--- src/design/levelset_redistance_step_1d_core_macros.svh ---
// assertion macros for the level-set redistancing core
`ifndef LEVELSET_REDISTANCE_STEP_1D_CORE_MACROS_SVH
`define LEVELSET_REDISTANCE_STEP_1D_CORE_MACROS_SVH

// assert that a condition implies another in the same cycle
`define LRS_ASSERT_IMPLY(label, clk, rst_n, ante, cons) \
    label: assert property (@(posedge clk) disable iff (!rst_n) (ante) |-> (cons)) \
        else $error("implication failed");

// assert that a condition implies another in the next cycle
`define LRS_ASSERT_NEXT(label, clk, rst_n, ante, cons) \
    label: assert property (@(posedge clk) disable iff (!rst_n) (ante) |=> (cons)) \
        else $error("next-cycle implication failed");

`endif

--- src/design/lrs_pkg.sv ---
// shared types and constants for the level-set redistancing core
package lrs_pkg;
    localparam int unsigned CFG_IDX_W = 1;
    localparam logic [CFG_IDX_W-1:0] CFG_SPACING = 1'b0;
    localparam logic [CFG_IDX_W-1:0] CFG_RECIP   = 1'b1;

    // one task for the back end: a cell with its neighbours
    typedef struct packed {
        logic signed [31:0] left;
        logic signed [31:0] mid;
        logic signed [31:0] right;
        logic               has_left;
        logic               has_right;
        logic               row_end;
    } t_task;

    // back-end sequencer states
    typedef enum logic [2:0] {
        ST_IDLE,
        ST_DIFF,
        ST_GRAD,
        ST_TERM,
        ST_TERMH,
        ST_DIV,
        ST_DONE
    } t_state;
endpackage

--- src/design/lrs_fifo.sv ---
// small task queue between front and back end
module lrs_fifo
    import lrs_pkg::*;
#(
    parameter int unsigned DEPTH = 4
) (
    input  logic  i_clk,
    input  logic  i_rst_n,
    input  logic  i_wr,
    input  t_task i_data,
    output logic  o_ready,
    output logic  o_valid,
    output t_task o_data,
    input  logic  i_rd
);
    localparam int unsigned AW = (DEPTH > 1) ? $clog2(DEPTH) : 1;
    t_task            r_mem [DEPTH];
    logic [AW-1:0]    r_wp, r_rp;
    logic [AW:0]      r_cnt;
    logic             w_wr, w_rd;

    assign o_ready = (r_cnt != AW'(0) + (AW+1)'(DEPTH));
    assign o_valid = (r_cnt != '0);
    assign w_wr = i_wr && o_ready;
    assign w_rd = i_rd && o_valid;
    assign o_data = r_mem[r_rp];

    // pointer and count update
    always_ff @(posedge i_clk) begin
        if (!i_rst_n) begin
            r_wp <= '0;
            r_rp <= '0;
            r_cnt <= '0;
        end else begin
            if (w_wr) r_wp <= (r_wp == AW'(DEPTH - 1)) ? '0 : r_wp + 1'b1;
            if (w_rd) r_rp <= (r_rp == AW'(DEPTH - 1)) ? '0 : r_rp + 1'b1;
            r_cnt <= r_cnt + (AW+1)'(w_wr) - (AW+1)'(w_rd);
        end
    end

    // storage
    always_ff @(posedge i_clk) begin
        if (w_wr) r_mem[r_wp] <= i_data;
    end
endmodule

--- config.mk ---
export PLATFORM = sky130hd
export DESIGN_NAME = lrs_fifo
export DESIGN_NICKNAME = d
export VERILOG_FILES = /design/src/design/levelset_redistance_step_1d_core_macros.svh /design/src/design/lrs_pkg.sv /design/src/design/lrs_fifo.sv
export SDC_FILE = /design/constraint.sdc
export NUM_CORES = 1
export LEC_CHECK = 0
export BUFFER_PORTS_ARGS = -buffer_cell sky130_fd_sc_hd__buf_2
export CAP_MARGIN = 10
export CORE_ASPECT_RATIO = 0.9
export CORE_MARGIN = 2
export CORE_UTILIZATION = 45
export CTS_CLUSTER_SIZE = 28
export DETAILED_ROUTE_END_ITERATION = 16
export HOLD_SLACK_MARGIN = 0.08
export PLACE_DENSITY = 0.7
export SKIP_CTS_REPAIR_TIMING = 1
export SLEW_MARGIN = 25
export SYNTH_ARGS = -nofsm -noshare
export SYNTH_HDL_FRONTEND = slang
export SYNTH_SLANG_ARGS = --single-unit
export TNS_END_PERCENT = 5
--- constraint.sdc ---
create_clock -name i_clk -period 6.84 [get_ports i_clk]
set_input_delay 0.684 -clock i_clk [delete_from_list [all_inputs] [get_ports i_clk]]
set_output_delay 0.684 -clock i_clk [all_outputs]
set_load 0.05 [all_outputs]
# --- Word-level counts from Yosys, hierarchy flattened ---
# Memories as Yosys holds them, arrays and structs flattened. A register that Yosys moved wholly into a read port is not among the register bits.
# Cells that the tools add are included.
classes:
  n_addsub: 4
  multipliers: 0
  div: 0
  n_lt_le_gt_ge: 0
  n_eq_ne: 3
  n_shift: 0
  muxes: 6
  bitwise: 0
  n_reduce_logical: 3
ops:
  columns: ["cell", "count"]
  rows:
  - ["$mux 2", 4]
  - ["$add 2x1->2 const B", 2]
  - ["$eq 2x2->1 const B", 2]
  - ["$add 3x1->3", 1]
  - ["$ne 3x3->1 const B", 1]
  - ["$reduce_bool 3->1", 1]
  - ["$sub 3x1->3", 1]
  - ["$logic_and 1x1->1", 2]
  - ["$mux 1", 2]
totals:
  regBits: 7
  latch_bits: 0
  ramBits: 396
  mem_bits_ro: 0
  input_bits: 103
  out_inout_bits: 101
  wordCells: 20
  mem_count: 1
mem_list:
  columns: ["memory", "words", "word_bits", "rd", "rd_clocked_by_memory_dff", "write_ports", "line", "text"]
  rows:
  - ["r_mem", 4, 99, 1, 1, 1, "lrs_fifo.sv:17", "t_task r_mem [DEPTH];"]

# --- Depth between registers and ports, before layout ---
depth:
  ltp_word: 4
  depth_mapped: 12
  ltp_nobuf: 11

# --- Least setup slack after synthesis ---
# OpenSTA, ideal clock, no wires.
synth_timing:
  kind: "reg-to-reg"
  startpoint: "reg r_cnt[1]"
  endpoint: "reg r_cnt[2]"
  setup_ps: 115
  t_arrival_ps: 2328
  required_time_ps: 6725
  setup_slack_ps: 4397
  path_stages_with_launch: 13
  n_path_buf: 1
  synth_period_minus_slack_ps: 2443
  cell_sequence: "dfxtp_1 or3b_1 buf_6 and2_4 inv_1 ha_1 inv_1 ha_1 inv_1 fa_1 xnor2_1 xnor2_1 and2_1"
synth_between:
  elab_chain_cells: 4
  elab_cells_between_ends: 6
  classes_between: "add/sub (2); eq/ne (1); reduce/logical (3)"
synth_rtl:
  columns: ["element", "line", "text"]
  rows:
  - ["start, declared", "lrs_fifo.sv:19", "logic [AW:0] r_cnt;"]
  - ["start signal, assigned", "lrs_fifo.sv:37", "r_cnt <= r_cnt + (AW+1)'(w_wr) - (AW+1)'(w_rd);"]
  - ["$ne 3x3->1", "lrs_fifo.sv:22", "assign o_ready = (r_cnt != AW'(0) + (AW+1)'(DEPTH));"]
  - ["named net o_ready", "lrs_fifo.sv:11", "output logic o_ready,"]
  - ["$logic_and 1x1->1", "lrs_fifo.sv:24", "assign w_wr = i_wr && o_ready;"]
  - ["$add 3x1->3", "lrs_fifo.sv:37", null]
  - ["$sub 3x1->3", "lrs_fifo.sv:37", null]
# The timed path passes the listed nets, and every way through them passes these cells.
# A chain may end at the register's enable or synchronous reset.

==> run metrics <==
status finished clean; post-synth top area cell edfxtp_1; Area Growth Syn to Fin 18.65%; die span in x about 190 um; post-route clock period utilization 0.5096; worst setup path category flop to output port; CTS max path bufs 3; Ys Warns 0; Top FF cell, synth edfxtp_1; top-level port count 204; PortBufs between 200 and 250; first-pass GRT wire length about 42000 um; WHS Path Cells 1; maximum vdd drop approximately 0.00033 V; CTS buffer count 41; GRT Residual Overflow 0; DRT iter0 DRCs 340; fin crit period 3.486 ns; top cells by area, synth edfxtp_1 81%, mux4_2 15%, dfxtp_1 1.2%; Leak Pwr about 5.8 nW; Antenna Nets Post-Route 0; Clk Latency, worst-skew pair roughly 0.53 ns; Final Util 0.5447; crit path buf inv count 2; max-cap viol count 0; post-placement cell count between 1000 and 1500; synthesis-stage register bit count approximately 410; Tot GR Track Use 0.1629; Crit. End Element output port; worst hold path class primary input to flop; Critical Path Max Stage Delay ~0.8 ns; Distinct cells, synth 25; Sinks on Clock Net just over 400; slew margin rel. 0.3860; Post-synth ARST share 0; Register-to-Register Path Depth 3; startpoint class of the critical path flop; DR vias 6616; DRT Wirelength roughly 27000 um; # nets final 910; initial antenna violation count 5; HPWL Detailed roughly 16000 um; critical path depth in cells 3; fmax 0.2869 GHz; Pwr per Cell Area 416.4 mW/mm^2; die area ~0.034 mm^2; number of setup violations in the final report 0; syn nets 680; Die Y between 150 and 200 um; layout cells sized above 1 0.4505; routability cong. 0.6681; htree depth 2; Fin. Hold Viols 0; WHS between 0.3 and 0.4 ns; Root Driver clkbuf_16; Rows 62; Slew @ Worst Pin between 0.9 and 1 ns; worst slack, placed roughly 3.4 ns; Avg Inst Size Synth roughly 26 um^2; Final Skew around 0.013 ns; Finished Layout Cells around 1200; crit-path leading delay family buffers and inverters; DRC viols 0; core area ~0.032 mm^2; starting density of the core 0.4591; Yosys top cell area share 0.8066; count of pins over their slew limit 0; Crit Path Max Fanout 62; register area share after synthesis 0.8188; Post-Route Setup TNS 0 ns; vias in the first global route about 7200; Avg Vias per Cell ~5.3; cell count after synthesis ~570; master of the slowest instance on the critical path buf_4; crit path cell chain buf_4 > mux4_2 > buf_2; Crit path required time about 6.2 ns; setup ws final between 3 and 4 ns; RSZ-0062 raised after global routing false; largest net degree at the start of global routing 63; crit path DAT 2.80 ns; clk slew on worst S/H paths about 0.06 ns; Synth Cell Area ~0.015 mm^2; Routed WL per cell 21.97 um; number of synthesized flops with an enable pin approximately 400; DRT Pass-1 Iters 4; TritonCTS clock tree yes
## layout by cell type, fill, tap and decap left out, drive strengths merged
cell / n
and2: 3
and3: 4
buf: 211
bufinv: 2
clkbuf: 51
clkinv: 17
clkinvlp: 1
dfxtp: 9
diode: 3
edfxtp: 396
fa: 1
ha: 7
inv: 7
mux2i: 1
mux4: 99
nand2: 5
nand3: 2
nand4: 1
nor2: 2
nor2b: 1
o21ai: 3
o31ai: 1
or3: 1
or3b: 1
xnor2: 2
## worst paths after layout
kind                                  from           end  slack, ns
worst min-delay path            i_data[34]  r_mem[1][34]       0.36
worst min register to register     r_wp[1]       r_wp[1]       0.51
worst max-delay path                  flop    o_data[89]       3.35
worst max register to register    r_cnt[1]  r_mem[0][41]       4.13
## per-stage QoR
| step | instance area, um^2 | power (mW) |
|---|---|---|
| 5_1_grt | 17490 | 7.579 |
| 3_5_place_dp | 16210 | 5.265 |
| 2_1_floorplan | 14740 | 4.788 |
| 6_report | 17490 | 7.285 |
| 4_1_cts | 17470 | 7.378 |
| 3_3_place_gp | 16210 | 5.240 |
## logic make-up (layout without fill, tap and decap cells)
kind of cell / Yosys count / count (layout) / share of synthesized area
xor+xnor: 2 / 2 / 0.001188
simple gates: 20 / 20 / 0.007894
compound gates: 4 / 4 / 0.001528
buf+inv: 30 / 289 / 0.01137
other cells: 0 / 3 / 0
flops: 405 / 405 / 0.8188
fa+ha+maj: 8 / 8 / 0.007298
mux: 100 / 100 / 0.1519
## cell type report
type / count / area, um^2
sequential: 405 / 12080
timing repair buffer: 211 / 1089
multi-input combinational: 134 / 2519
antenna: 3 / 7.507
clock inverter: 21 / 150.1
clock buffer: 51 / 1106
fill: 2485 / 14620
inverter: 6 / 22.52
tap: 416 / 520.5
## sequential cells by signal (all words and copies together), names as in the netlist, named ones only
register  count
r_cnt         3
r_mem       396
r_rp          2
r_wp          2
## routing by layer
| layer | vias to the layer above | GRT usage | routed length (um) |
|---|---|---|---|
| met5 | - | 0 | 31 |
| met4 | 4 | 0.04389 | 466 |
| met3 | 45 | 0.04954 | 1972 |
| met2 | 187 | 0.2657 | 13200 |
| met1 | 3471 | 0.2157 | 11730 |
| li1 | 2909 | - | - |
## power by group
part           internal [mW]  switching, mW  total [mW]  leakage (nW)
clock                   1.22          0.880        2.10         0.618
combinational          0.621           1.45        2.07          1.51
sequential              3.01          0.102        3.11          3.70
## synthesized netlist by cell type (all sizes together), types with 2 or more instances
| library cell | count |
|---|---|
| and2 | 3 |
| xnor2 | 2 |
| inv | 6 |
| o21ai | 3 |
| and3 | 4 |
| nand3 | 2 |
| edfxtp | 396 |
| dfxtp | 9 |
| nor2 | 2 |
| mux4 | 99 |
| buf | 18 |
| ha | 7 |
| clkbuf | 6 |
| nand2 | 5 |
Note: power is estimated with default switching activity, not from simulation.
