`src/design/levelset_redistance_step_1d_core_macros.svh`:
```
// assertion macros for the level-set redistancing core
`ifndef LEVELSET_REDISTANCE_STEP_1D_CORE_MACROS_SVH
`define LEVELSET_REDISTANCE_STEP_1D_CORE_MACROS_SVH

// assert that a condition implies another in the same cycle
`define LRS_ASSERT_IMPLY(label, clk, rst_n, ante, cons) \
    label: assert property (@(posedge clk) disable iff (!rst_n) (ante) |-> (cons)) \
        else $error("implication failed");

// assert that a condition implies another in the next cycle
`define LRS_ASSERT_NEXT(label, clk, rst_n, ante, cons) \
    label: assert property (@(posedge clk) disable iff (!rst_n) (ante) |=> (cons)) \
        else $error("next-cycle implication failed");

`endif

```
`src/design/lrs_pkg.sv`:
```
// shared types and constants for the level-set redistancing core
package lrs_pkg;
    localparam int unsigned CFG_IDX_W = 1;
    localparam logic [CFG_IDX_W-1:0] CFG_SPACING = 1'b0;
    localparam logic [CFG_IDX_W-1:0] CFG_RECIP   = 1'b1;

    // one task for the back end: a cell with its neighbours
    typedef struct packed {
        logic signed [31:0] left;
        logic signed [31:0] mid;
        logic signed [31:0] right;
        logic               has_left;
        logic               has_right;
        logic               row_end;
    } t_task;

    // back-end sequencer states
    typedef enum logic [2:0] {
        ST_IDLE,
        ST_DIFF,
        ST_GRAD,
        ST_TERM,
        ST_TERMH,
        ST_DIV,
        ST_DONE
    } t_state;
endpackage

```
`src/design/lrs_front.sv`:
```
// front end: window of cells, turns each item into up to two tasks
module lrs_front
    import lrs_pkg::*;
(
    input  logic               i_clk,
    input  logic               i_rst_n,
    input  logic               i_push,
    output logic               o_full,
    input  logic signed [31:0] i_level_value,
    input  logic               i_last_cell,
    output logic               o_task_valid,
    output t_task              o_task,
    input  logic               i_task_ready
);
    logic signed [31:0] r_win0, r_win1, n_win0, n_win1;
    logic [1:0]         r_seen, n_seen;
    // second task of a row end waits here
    logic               r_pend, n_pend;
    t_task              r_pend_task, n_pend_task;
    t_task              w_first;

    assign o_full = r_pend || !i_task_ready;

    // first task built from the window and the new cell
    always_comb begin
        w_first.left      = r_win0;
        w_first.mid       = r_win1;
        w_first.right     = i_level_value;
        w_first.has_left  = (r_seen == 2'd2);
        w_first.has_right = 1'b1;
        w_first.row_end   = 1'b0;
        if (r_seen == 2'd0) begin
            w_first.left      = '0;
            w_first.mid       = i_level_value;
            w_first.right     = '0;
            w_first.has_left  = 1'b0;
            w_first.has_right = 1'b0;
            w_first.row_end   = 1'b1;
        end
    end

    // task output and window update
    always_comb begin
        n_win0 = r_win0;
        n_win1 = r_win1;
        n_seen = r_seen;
        n_pend = r_pend;
        n_pend_task = r_pend_task;
        o_task_valid = 1'b0;
        o_task = w_first;
        if (r_pend) begin
            o_task_valid = 1'b1;
            o_task = r_pend_task;
            if (i_task_ready) n_pend = 1'b0;
        end else if (i_push && i_task_ready) begin
            if (r_seen == 2'd0) begin
                if (i_last_cell) begin
                    o_task_valid = 1'b1;
                end else begin
                    n_win1 = i_level_value;
                    n_seen = 2'd1;
                end
            end else begin
                o_task_valid = 1'b1;
                if (i_last_cell) begin
                    n_pend = 1'b1;
                    n_pend_task.left      = r_win1;
                    n_pend_task.mid       = i_level_value;
                    n_pend_task.right     = '0;
                    n_pend_task.has_left  = 1'b1;
                    n_pend_task.has_right = 1'b0;
                    n_pend_task.row_end   = 1'b1;
                    n_seen = 2'd0;
                end else begin
                    n_win0 = r_win1;
                    n_win1 = i_level_value;
                    n_seen = 2'd2;
                end
            end
        end
    end

    always_ff @(posedge i_clk) begin
        if (!i_rst_n) begin
            r_seen <= '0;
            r_pend <= 1'b0;
            r_win0 <= '0;
            r_win1 <= '0;
        end else begin
            r_seen <= n_seen;
            r_pend <= n_pend;
            r_win0 <= n_win0;
            r_win1 <= n_win1;
        end
        r_pend_task <= n_pend_task;
    end
endmodule

```
`config.mk`:
```
export PLATFORM = sky130hd
export DESIGN_NAME = lrs_front
export DESIGN_NICKNAME = d
export VERILOG_FILES = /design/src/design/levelset_redistance_step_1d_core_macros.svh /design/src/design/lrs_pkg.sv /design/src/design/lrs_front.sv
export SDC_FILE = /design/constraint.sdc
export NUM_CORES = 1
export LEC_CHECK = 0
export BUFFER_PORTS_ARGS = -buffer_cell sky130_fd_sc_hd__buf_4
export CORE_UTILIZATION = 25
export CTS_BUF_LIST = sky130_fd_sc_hd__clkbuf_16
export DETAILED_ROUTE_END_ITERATION = 10
export PLACE_DENSITY_LB_ADDON = 0.25
export SYNTH_ARGS = -nofsm -noshare
export SYNTH_HDL_FRONTEND = slang
export SYNTH_SLANG_ARGS = --single-unit
```
`constraint.sdc`:
```
create_clock -name i_clk -period 12.1 [get_ports i_clk]
set_input_delay 3.63 -clock i_clk [delete_from_list [all_inputs] [get_ports i_clk]]
set_output_delay 3.63 -clock i_clk [all_outputs]
set_load 0.05 [all_outputs]
```
# Word level (Yosys, flattened, before mapping)
# Index checks and enable logic that the tools add are counted.
[totals]
reg_bits = 131
in_bits = 37
output_inout_bits = 101
[classes]
eq_ne = 2
mux = 13
bitwise_logic = 3
reduce_logical = 8
[ops]
columns = ["operator", "n"]
rows = [
  ["$mux W99", 2],
  ["$mux W1", 8],
  ["$reduce_and A4 Y1", 2],
  ["$mux W2", 3],
  ["$reduce_and A3 Y1", 2],
  ["$not A1 Y1", 3],
  ["$eq A2 B2 Y1 const B", 1],
  ["$logic_not A2 Y1", 1],
  ["$ne A2 B2 Y1 const B", 1],
  ["$logic_and A1 B1 Y1", 1],
  ["$logic_not A1 Y1", 1],
  ["$logic_or A1 B1 Y1", 1],
]

# Logic depth before layout (Yosys ltp)
# Gate-level depths: netlist (run 1).
[depth]
ltp_word = 4
ltp_mapped = 6
ltp_nobuf = 3

# Worst setup path before layout (run 1)
# No wires, ideal clock.
[synth_timing]
path_type = "input-to-output"
startpoint = "input i_level_value[0]"
endpoint = "output o_task[35] (netlist name)"
t_arrival_ps = 4775
t_required_ps = 8470
slack_ps = 3695
stages = 2
n_path_buf = 0
cell_sequence = "mux2i_1 -> o21ai_0"
[synth_lines]
columns = ["item", "line_no", "rtl"]
rows = [
  ["start, declared", "lrs_front.sv:9", "input logic signed [31:0] i_level_value,"],
  ["end, declared", "lrs_front.sv:12", "output t_task o_task,"],
]

# Worst setup path in the final report (run 1)
[layout_timing]
startpoint = "input i_task_ready"
endpoint = "output o_task_valid"
[layout_between]
elab_chain_len = 3
[layout_lines]
columns = ["item", "line_no", "rtl"]
rows = [
  ["start, declared", "lrs_front.sv:13", "input logic i_task_ready"],
  ["$logic_and A1 B1 Y1", "lrs_front.sv:55", "end else if (i_push && i_task_ready) begin"],
  ["$mux W1", "lrs_front.sv:55", ""],
  ["$mux W1", "lrs_front.sv:51", "if (r_pend) begin"],
  ["end, declared", "lrs_front.sv:11", "output logic o_task_valid,"],
]
# Every way passes these cells.

==> impl_results.md, run 1 <==
- Final min period: 8.21 ns
- Sw Ratio: 26.1%
- Top cell type's share of synthesized area: 32.1%
- Full die area: 24500 um^2
- Row cnt: 56
- Sequential power share: 42.0%
- Final Hold Fails: 0
- First-pass GRT wire length: 23.3 mm
- Synth Instances: 615
- Initial Utilization: 25.5%
- Sink Count: 131
- Warnings, synthesis: 0
- Hold-fix buffers, CTS: 0
- Area leader, netlist: edfxtp_1
- Core area: 23500 um^2
- Pre-antenna DRT Iters: 4
- Net Sw Power: 0.000295 W
- Period utilisation layout: 67.9%
- Vias in the first global route: 4266
- Num CTS Buffers: 17
- CTS root buf: clkbuf_16
- CP endpoint kind: primary output
- Flops & latches, synth: 131
- F_max: 122 MHz
- DPL Wire Length: 8.62 mm
- I/O pin count: 138
- Crit path max-delay family: compound AO/OA/AOI/OAI gates
- Unrepaired setup endpoints after global routing: no
- Most frequent cells in the layout: nand2_1 (225), buf_4 (141), dfxtp_1 (66)
- Final Power: 0.00113 W
- Comb pwr share: 11.7%
- Total gr overflow: 0
- Antenna viol nets, final: 0
- Syn Nets: 652
- Setup TNS: 0 ns
- Pwr dens: 145 nW/um^2
- Slew HR: 29.9%
- Worst path bufs/invs: 2
- Critical Path Max Stage Delay: 0.45 ns
- Die H: 157 um
- Final Instance Area: 7770 um^2
- Antenna violations before repair: 0
- Pleak: 2.99 nW
- Clk_lat worst skew: 0.41 ns
- FILL cells: 2465
- WL final: 14.7 mm
- Crit-path cells: buf_4 > nand2_1 > o21bai_1 > buf_4
- Crit path required time: 8.47 ns
- Max VDD drop: 86.3 uV
- CP Class: in2out
- Area post-placement: 7170 um^2
- Commonest non-fill, non-tap cell in the layout: nand2_1
- Share of cells above drive strength 1: 24.0%
- Max H-tree Level: 4
- Final Max Tran Viols: 0
- DR DRC count: 0
- Largest net degree at the start of global routing: 114
- Clock power frac: 46.3%
- CTS tree: built
- CP max-delay cell: o21bai_1
- Final nets: 765
- GP Congestion: 0.679
- Die W: 157 um
- Max-cap viol count: 0
- Post-CTS Setup Inserts: 0
- DR vias/cell: 4.22
- Register clock-pin slew on the reported worst setup and hold paths: 0.05 ns
- Crit path launch type: primary input
- Wire length per cell: 13.8 um
- GRT Util Overall: 12.4%
- Synth area leaders: edfxtp_1 (32%), dfxtp_1 (22%), nand2_1 (14%)
- Status: completed
- Hold WS: 0.454 ns
- First DRT Iteration DRCs: 180
- CP most frequent cell: buf_4
- IO buf count: 137
- Clock Path Buffers: 2
- Seq/Total Area, Yosys: 54.6%
- PostCTS Resize Cnt: 0
- Mean Syn Cell Area: 9.72 um^2
- DR vias: 4475
- Cell variety after synth: 29
- Worst-Margin Slew: 1.05 ns
- Worst endpoint data arrival time: 4.58 ns
- Clock skew: 0.0122 ns
- CP Max Fanout: 6
- Worst Hold Class: reg2reg
- Area Overhead vs Synth: 29.9%
- Final setup vio count: 0
- Synthesized cell area: 5980 um^2
- Internal: 0.000833 W
## final cells by class
type	instances	area [um^2]	area share (%)
Tap cell	319	399	5.14
Antenna cell	1	2.50	0.0322
Inverter	2	7.51	0.0967
Timing Repair Buffer	141	1060	13.6
Clock buffer	17	425	5.48
Sequential cell	131	3270	42.1
Clock inverter	15	165	2.13
Multi-Input combinational cell	435	2440	31.4
## worst min-delay path, delay by kind of cell, from the launching register on
family	cells	cell delay, ns
mux	1	0.05
flops	1	0.30
simple gates	1	0.05
## final timing paths
check	depth (start not counted)	slack, ns	from	endpoint
max	4	3.89	i_task_ready	o_task_valid
min reg2reg	2	0.45	r_win0[16]	r_win0[16]
min	2	0.45	r_win0[16]	r_win0[16]
max reg2reg	4	10.15	r_pend	r_win0[20]
## registers in the layout, summed over array words and instances, names as in the netlist
signal       count
r_pend           1
r_pend_task     64
r_seen           2
r_win0          32
r_win1          32
## cell usage after synthesis, drive strengths merged
cell / n
nand2: 225
dfxtp: 67
mux2i: 65
edfxtp: 64
o21ai: 64
a21boi: 32
and2: 32
clkbuf: 24
buf: 23
nor2: 3
nor2b: 3
inv: 2
a21o: 1
a22oi: 1
and4bb: 1
nand2b: 1
nand3b: 1
nand4bb: 1
nor3: 1
nor3b: 1
o21a: 1
o21bai: 1
or2: 1
## per-layer routing
layer	vias up	GRT usage, %	part of all wire, %
met5	-	0	0
met1	2089	16.6	49
met3	9	3.41	4.8
met4	0	4.06	0.95
li1	2293	-	-
met2	84	19.3	45
## metrics by stage
| step | std cells | setup slack, ns | utilization (%) |
|---|---|---|---|
| global placement | 1028 | 3.93 | 30.6 |
| floorplan | 615 | 3.70 | - |
| global route | 1060 | 3.90 | 33.1 |
| detailed placement | 1028 | 3.95 | 30.6 |
| CTS | 1060 | 3.94 | 33.1 |
| finish | 1061 | 3.89 | 33.1 |
## power groups by stage
stage | combinational (W) | sequential (W) | clock (W)
after floorplan | 0.0000902 | 0.000483 | 0
after global placement | 0.000134 | 0.000484 | 0
after detailed placement | 0.000134 | 0.000484 | 0
after CTS | 0.000134 | 0.000474 | 0.000535
after global routing | 0.000141 | 0.000475 | 0.000555
final | 0.000132 | 0.000474 | 0.000522
## kinds of logic (layout without fill, tap and decap cells)
logic type,Yosys count,after routing,share of synthesized area (%)
muxes,65,65,10.9
and+or+nand+nor,270,270,19.9
DFF,131,131,54.6
other,0,1,0
buffers and inverters,49,175,4.77
AOI/OAI and AO/OA,100,100,9.88
Note: power is estimated with default switching activity, not from simulation.
==> run 2, diff against run 1 <==
ABC_AREA = 1   (was unset)
clock period = 7.2 ns   (was 12.1 ns; I/O delays follow)
==> run 2 against run 1 <==
Against the previous run: hold slack improved by 0.016 ns; design area decreased by 3.0%; total power increased by 72%; critical endpoint unchanged; clock power increased by 65%; clock-buffer cell count unchanged; register-to-register slack got worse by 6.4 ns.
==> impl_results.md, run 2 <==
- Status: completed
- Post-CTS Setup Inserts: 0
- Sw Ratio: 28.4%
- Antenna viol nets, final: 0
- CP endpoint kind: primary output
- CP Class: in2out
- CP Max Fanout: 4
- IO buf count: 137
- First DRT Iteration DRCs: 228
- Worst Hold Class: reg2reg
- R2R Setup Slk: 3.74 ns
- Main synth FF type: dfxtp_1
- Max VDD drop: 148 uV
- GRT Util Overall: 15.2%
- Syn Nets: 696
- Hold-fix buffers, CTS: 0
- Critical R2R Capture: r_pend_task[80]
- Clk_lat worst skew: 0.42 ns
- I/O pin count: 138
- Share of cells above drive strength 1: 23.6%
- Worst endpoint data arrival time: 2.90 ns
- Largest net degree at the start of global routing: 67
- Synth Instances: 659
- Synthesized cell area: 5770 um^2
- WL final: 17.0 mm
- Hold path start: r_win1[11]
- Seq/Total Area, Yosys: 56.6%
- Synth cell count leaders: nor2_1 (193), nand2_1 (103), a21oi_1 (67), dfxtp_1 (67), edfxtp_1 (64)
- Max H-tree Level: 4
- GP Congestion: 0.688
- Crit path launch type: primary input
- Hold-critical path depth: 0
- Clock power frac: 44.5%
- Most frequent cells in the layout: nor2_1 (192), buf_4 (143), nand2_1 (102)
- Clock skew: 0.00744 ns
- Sink Count: 131
- Sequential power share: 41.7%
- Async set or reset register ratio after synthesis: 0%
- Cell variety after synth: 20
- DR vias/cell: 4.53
- Internal: 0.00139 W
- Post-synth EDFFs: 64
- Seq. cell area: 3270 um^2
- Reg2reg start: r_pend
- Commonest non-fill, non-tap cell in the layout: nor2_1
- Unrepaired setup endpoints after global routing: no
- Num CTS Buffers: 17
- Pleak: 2.99 nW
- Register clock-pin slew on the reported worst setup and hold paths: 0.06 ns
- Full die area: 23700 um^2
- Setup TNS: 0 ns
- Final nets: 808
- Antenna cells: 0
- DR vias: 4839
- Final Hold Fails: 0
- F_max: 198 MHz
- Period utilisation layout: 70.3%
- Worst hold endpoint: r_pend_task[78]
- Crit. Startpoint: i_task_ready
- CTS root buf: clkbuf_16
- Comb pwr share: 13.8%
- Pre-antenna DRT Iters: 6
- M2 GR Usage: 25.5%
- PostCTS Resize Cnt: 0
- GR met3 Demand/Resource: 2.96%
- Grt met1 use: 19.4%
- Antenna violations before repair: 0
- Worst Reg-to-Reg Cells: 5
- Mean Syn Cell Area: 8.75 um^2
- Most common cell in the netlist: nor2_1
- DPL Wire Length: 9.79 mm
- Synth area leaders: edfxtp_1 (33%), dfxtp_1 (23%), nor2_1 (13%)
- Final Power: 0.00194 W
- Top cell type's share of synthesized area: 33.3%
- Initial Utilization: 25.5%
- Largest register FFs: 64
- Total gr overflow: 0
- GR peak layer: met2
- Core area: 22600 um^2
- Warnings, synthesis: 0
- Area occupied by multi-input gates: 2220 um^2
- Final Max Tran Viols: 0
- Row cnt: 55
- Final min period: 5.06 ns
- Vias in the first global route: 4779
- Slew HR: 29.6%
- First-pass GRT wire length: 27.4 mm
- Max-cap viol count: 0
- Die W: 154 um
- Pwr dens: 257 nW/um^2
- Worst-Margin Slew: 1.05 ns
- Wire length per cell: 15.9 um
- Crit path required time: 5.04 ns
- Largest registers: r_pend_task x64, r_win0 x32, r_win1 x32
- Area Overhead vs Synth: 30.6%
- Largest reg by FF count: r_pend_task
- CTS tree: built
- FILL cells: 2398
- Die H: 154 um
- DR DRC count: 0
- Area leader, netlist: edfxtp_1
- Net Sw Power: 0.000551 W
- Clock Path Buffers: 2
- Flops & latches, synth: 131
- Final setup vio count: 0
-- run 2: cell types whose count changed after synthesis, sizes merged, moves of 65 or more --
cell | before | now
a21oi | 0 | 67
nand2 | 225 | 104
mux2i | 65 | 0
nor2 | 3 | 197
-- run 2: layout make-up --
class / count / area share, %
clock buffer: 17 / 5.65
tap: 285 / 4.73
multi-input combinational: 469 / 29.5
clock inverter: 15 / 2.08
inverter: 9 / 0.465
sequential: 131 / 43.4
timing repair buffer: 143 / 14.3
-- run 2: worst max path at each step --
stage	to	slack [ns]
3_5_place_dp	o_task_valid	2.13
6_report	o_task_valid	2.14
4_1_cts	o_task[48]	2.05
5_1_grt	o_task[50]	1.88
2_1_floorplan	o_task[40]	2.05
3_3_place_gp	o_task_valid	2.13
-- run 2: cells by family after synthesis --
group | after synthesis | synth area share [%]
buf+inv | 59 | 5.10
flops | 131 | 56.6
simple gates | 336 | 24.7
compound gates | 133 | 13.6
-- run 2: critical path: stages --
cell and delay (ns):
buf_4 0.12, nand2_1 0.11, inv_1 0.11, o21ai_0 0.16, inv_1 0.06, buf_4 0.18
-- run 2: stage by stage --
stage / hold slack (ns) / utilization, % / area, um^2 / setup slack [ns] / instances
2_1_floorplan: 0.444 / - / 5770 / 2.05 / 659
3_3_place_gp: 0.461 / 30.7 / 6950 / 2.13 / 1037
3_5_place_dp: 0.465 / 30.7 / 6950 / 2.13 / 1037
4_1_cts: 0.474 / 33.3 / 7530 / 2.05 / 1069
5_1_grt: 0.486 / 33.3 / 7530 / 1.88 / 1069
6_report: 0.470 / 33.3 / 7530 / 2.14 / 1069
-- run 2: power groups by stage --
stage / registers [W] / logic (W) / clock network [W]
floorplan: 0.000821 / 0.000183 / 0
global placement: 0.000824 / 0.000270 / 0
detailed placement: 0.000825 / 0.000271 / 0
CTS: 0.000809 / 0.000272 / 0.000885
global route: 0.000811 / 0.000288 / 0.000926
finish: 0.000809 / 0.000267 / 0.000863
-- run 2: layer usage --
metal / part of all wire (%) / wire length, um / vias to the layer above
li1: - / - / 2430
met1: 47 / 8020 / 2289
met2: 48 / 8230 / 105
met3: 3.3 / 557 / 15
met4: 1.4 / 237 / 0
met5: 0 / 0 / -
==> run 3, diff against run 2 <==
clock period = 4.1 ns   (was 7.2 ns; I/O delays follow)
==> run 3 against run 2 <==
Against the previous run: sequential share of layout area is 0.30 points lower; clock-buffer cell count is 1 higher; sequential cell count stayed put; design area is 0.70% higher; routed wire length is 1.5% higher; critical path type is now reg2out; highest routed layer unchanged.
==> impl_results.md, run 3 (synthesis results as in run 2) <==
- Pleak: 3.03 nW
- Area Overhead vs Synth: 31.5%
- Clock Path Buffers: 2
- Full die area: 23700 um^2
- Internal: 0.00247 W
- Largest register FFs: 64
- Final min period: 3.57 ns
- Register clock-pin slew on the reported worst setup and hold paths: 0.06 ns
- Unrepaired setup endpoints after global routing: no
- WL final: 17.3 mm
- Sink Count: 131
- Post-CTS Setup Inserts: 0
- Clock skew: 0.00842 ns
- CTS tree: built
- Most frequent cells in the layout: nor2_1 (192), buf_4 (144), nand2_1 (102)
- Final Hold Fails: 0
- Antenna viol nets, final: 0
- First-pass GRT wire length: 26.8 mm
- IO buf count: 137
- CP Class: reg2out
- Clock power frac: 44.4%
- Crit path launch type: register
- DR vias/cell: 4.52
- Max H-tree Level: 4
- R2R Setup Slk: 1.42 ns
- Sw Ratio: 27.7%
- Crit path required time: 2.87 ns
- Worst endpoint data arrival time: 2.34 ns
- Final nets: 811
- Hold path start: r_win1[25]
- Hold-fix buffers, CTS: 0
- Wire length per cell: 16.1 um
- First DRT Iteration DRCs: 252
- Worst-Margin Slew: 0.991 ns
- Num CTS Buffers: 17
- Antenna violations before repair: 0
- Sequential power share: 41.6%
- Final Instance Area: 7590 um^2
- Hold-critical path depth: 0
- DPL Wire Length: 9.82 mm
- Max-cap viol count: 0
- Area post-placement: 7000 um^2
- Fin cells: 1072
- Pwr dens: 449 nW/um^2
- I/O pin count: 138
- Net Sw Power: 0.000944 W
- Largest reg by FF count: r_pend_task
- Worst Reg-to-Reg Cells: 6
- Share of cells above drive strength 1: 23.6%
- Final Max Tran Viols: 0
- CP Max Fanout: 69
- FILL cells: 2361
- Commonest non-fill, non-tap cell in the layout: nor2_1
- GP Congestion: 0.700
- DR vias: 4844
- Vias in the first global route: 4648
- F_max: 280 MHz
- Reg2reg start: r_pend
- Die W: 154 um
- Pre-antenna DRT Iters: 4
- Largest net degree at the start of global routing: 70
- Placed Cells: 1040
- Row cnt: 55
- Clk_lat worst skew: 0.41 ns
- Die H: 154 um
- CP endpoint kind: primary output
- CTS root buf: clkbuf_16
- GRT Util Overall: 14.8%
- Critical R2R Capture: r_win1[12]
- Period utilisation layout: 87.0%
- Slew HR: 33.8%
- Comb pwr share: 13.9%
- Worst hold endpoint: r_pend_task[92]
- Setup TNS: 0 ns
- Max VDD drop: 247 uV
- Largest registers: r_pend_task x64, r_win0 x32, r_win1 x32
- Status: completed
- DR DRC count: 0
- Total gr overflow: 0
- Core area: 22600 um^2
- Antenna cells: 0
- PostCTS Resize Cnt: 0
- Worst Hold Class: reg2reg
- Initial Utilization: 25.5%
- Final setup vio count: 0
==> run 3: cell types whose count changed in the layout (fill, tap and decap cells not counted), sizes merged <==
| cell | before | now |
|---|---|---|
| buf | 143 | 146 |
| clkinv | 6 | 9 |
| clkbuf | 17 | 18 |
| inv | 12 | 10 |
| clkinvlp | 4 | 2 |
==> run 3: worst max-delay path, stage by stage, from the launching register on <==
cell     delay, ns
dfxtp_4       0.60
buf_4         0.73
a22o_1        0.32
buf_4         0.22
==> run 3: power by group through the flow <==
stage               combinational, W  clock, W  sequential (W)
finish                      0.000475   0.00151         0.00142
global route                0.000509   0.00161         0.00142
CTS                         0.000482   0.00155         0.00142
detailed placement          0.000481         0         0.00145
global placement            0.000478         0         0.00145
floorplan                   0.000321         0         0.00144
==> run 3: through the flow <==
stage / hold WS, ns / power (W) / utilization, % / setup slack (ns)
floorplan: 0.444 / 0.00176 / - / 0.812
global placement: 0.462 / 0.00193 / 30.9 / 0.899
detailed placement: 0.461 / 0.00193 / 30.9 / 0.900
CTS: 0.476 / 0.00345 / 33.5 / 0.475
global route: 0.495 / 0.00354 / 33.5 / 0.364
finish: 0.479 / 0.00341 / 33.5 / 0.533
==> run 3: final cells by class <==
class	instances	area [um^2]	share of cell area (%)
inverter	9	35.0	0.462
sequential	131	3270	43.1
tap	285	357	4.70
multi-input combinational	469	2220	29.3
clock buffer	18	450	5.94
timing repair buffer	146	1120	14.8
clock inverter	14	136	1.80
==> run 3: layer usage <==
metal	track usage, %	vias up	routed length (um)	share of wire [%]
met3	3.16	10	587	3.4
met2	25.0	106	8270	48
li1	-	2435	-	-
met5	0	-	0	0
met4	4.29	0	164	0.95
met1	18.9	2293	8270	48
==> run 3: worst max path at each step <==
stage / start / endpoint / slack, ns / cells after the start
3_3_place_gp: i_task_ready / o_task_valid / 0.90 / 6
6_report: r_pend / o_task[97] / 0.53 / 3
2_1_floorplan: i_level_value[5] / o_task[40] / 0.81 / 2
3_5_place_dp: i_task_ready / o_task_valid / 0.90 / 6
5_1_grt: r_pend / o_task_valid / 0.36 / 6
4_1_cts: r_pend / o_task_valid / 0.47 / 6
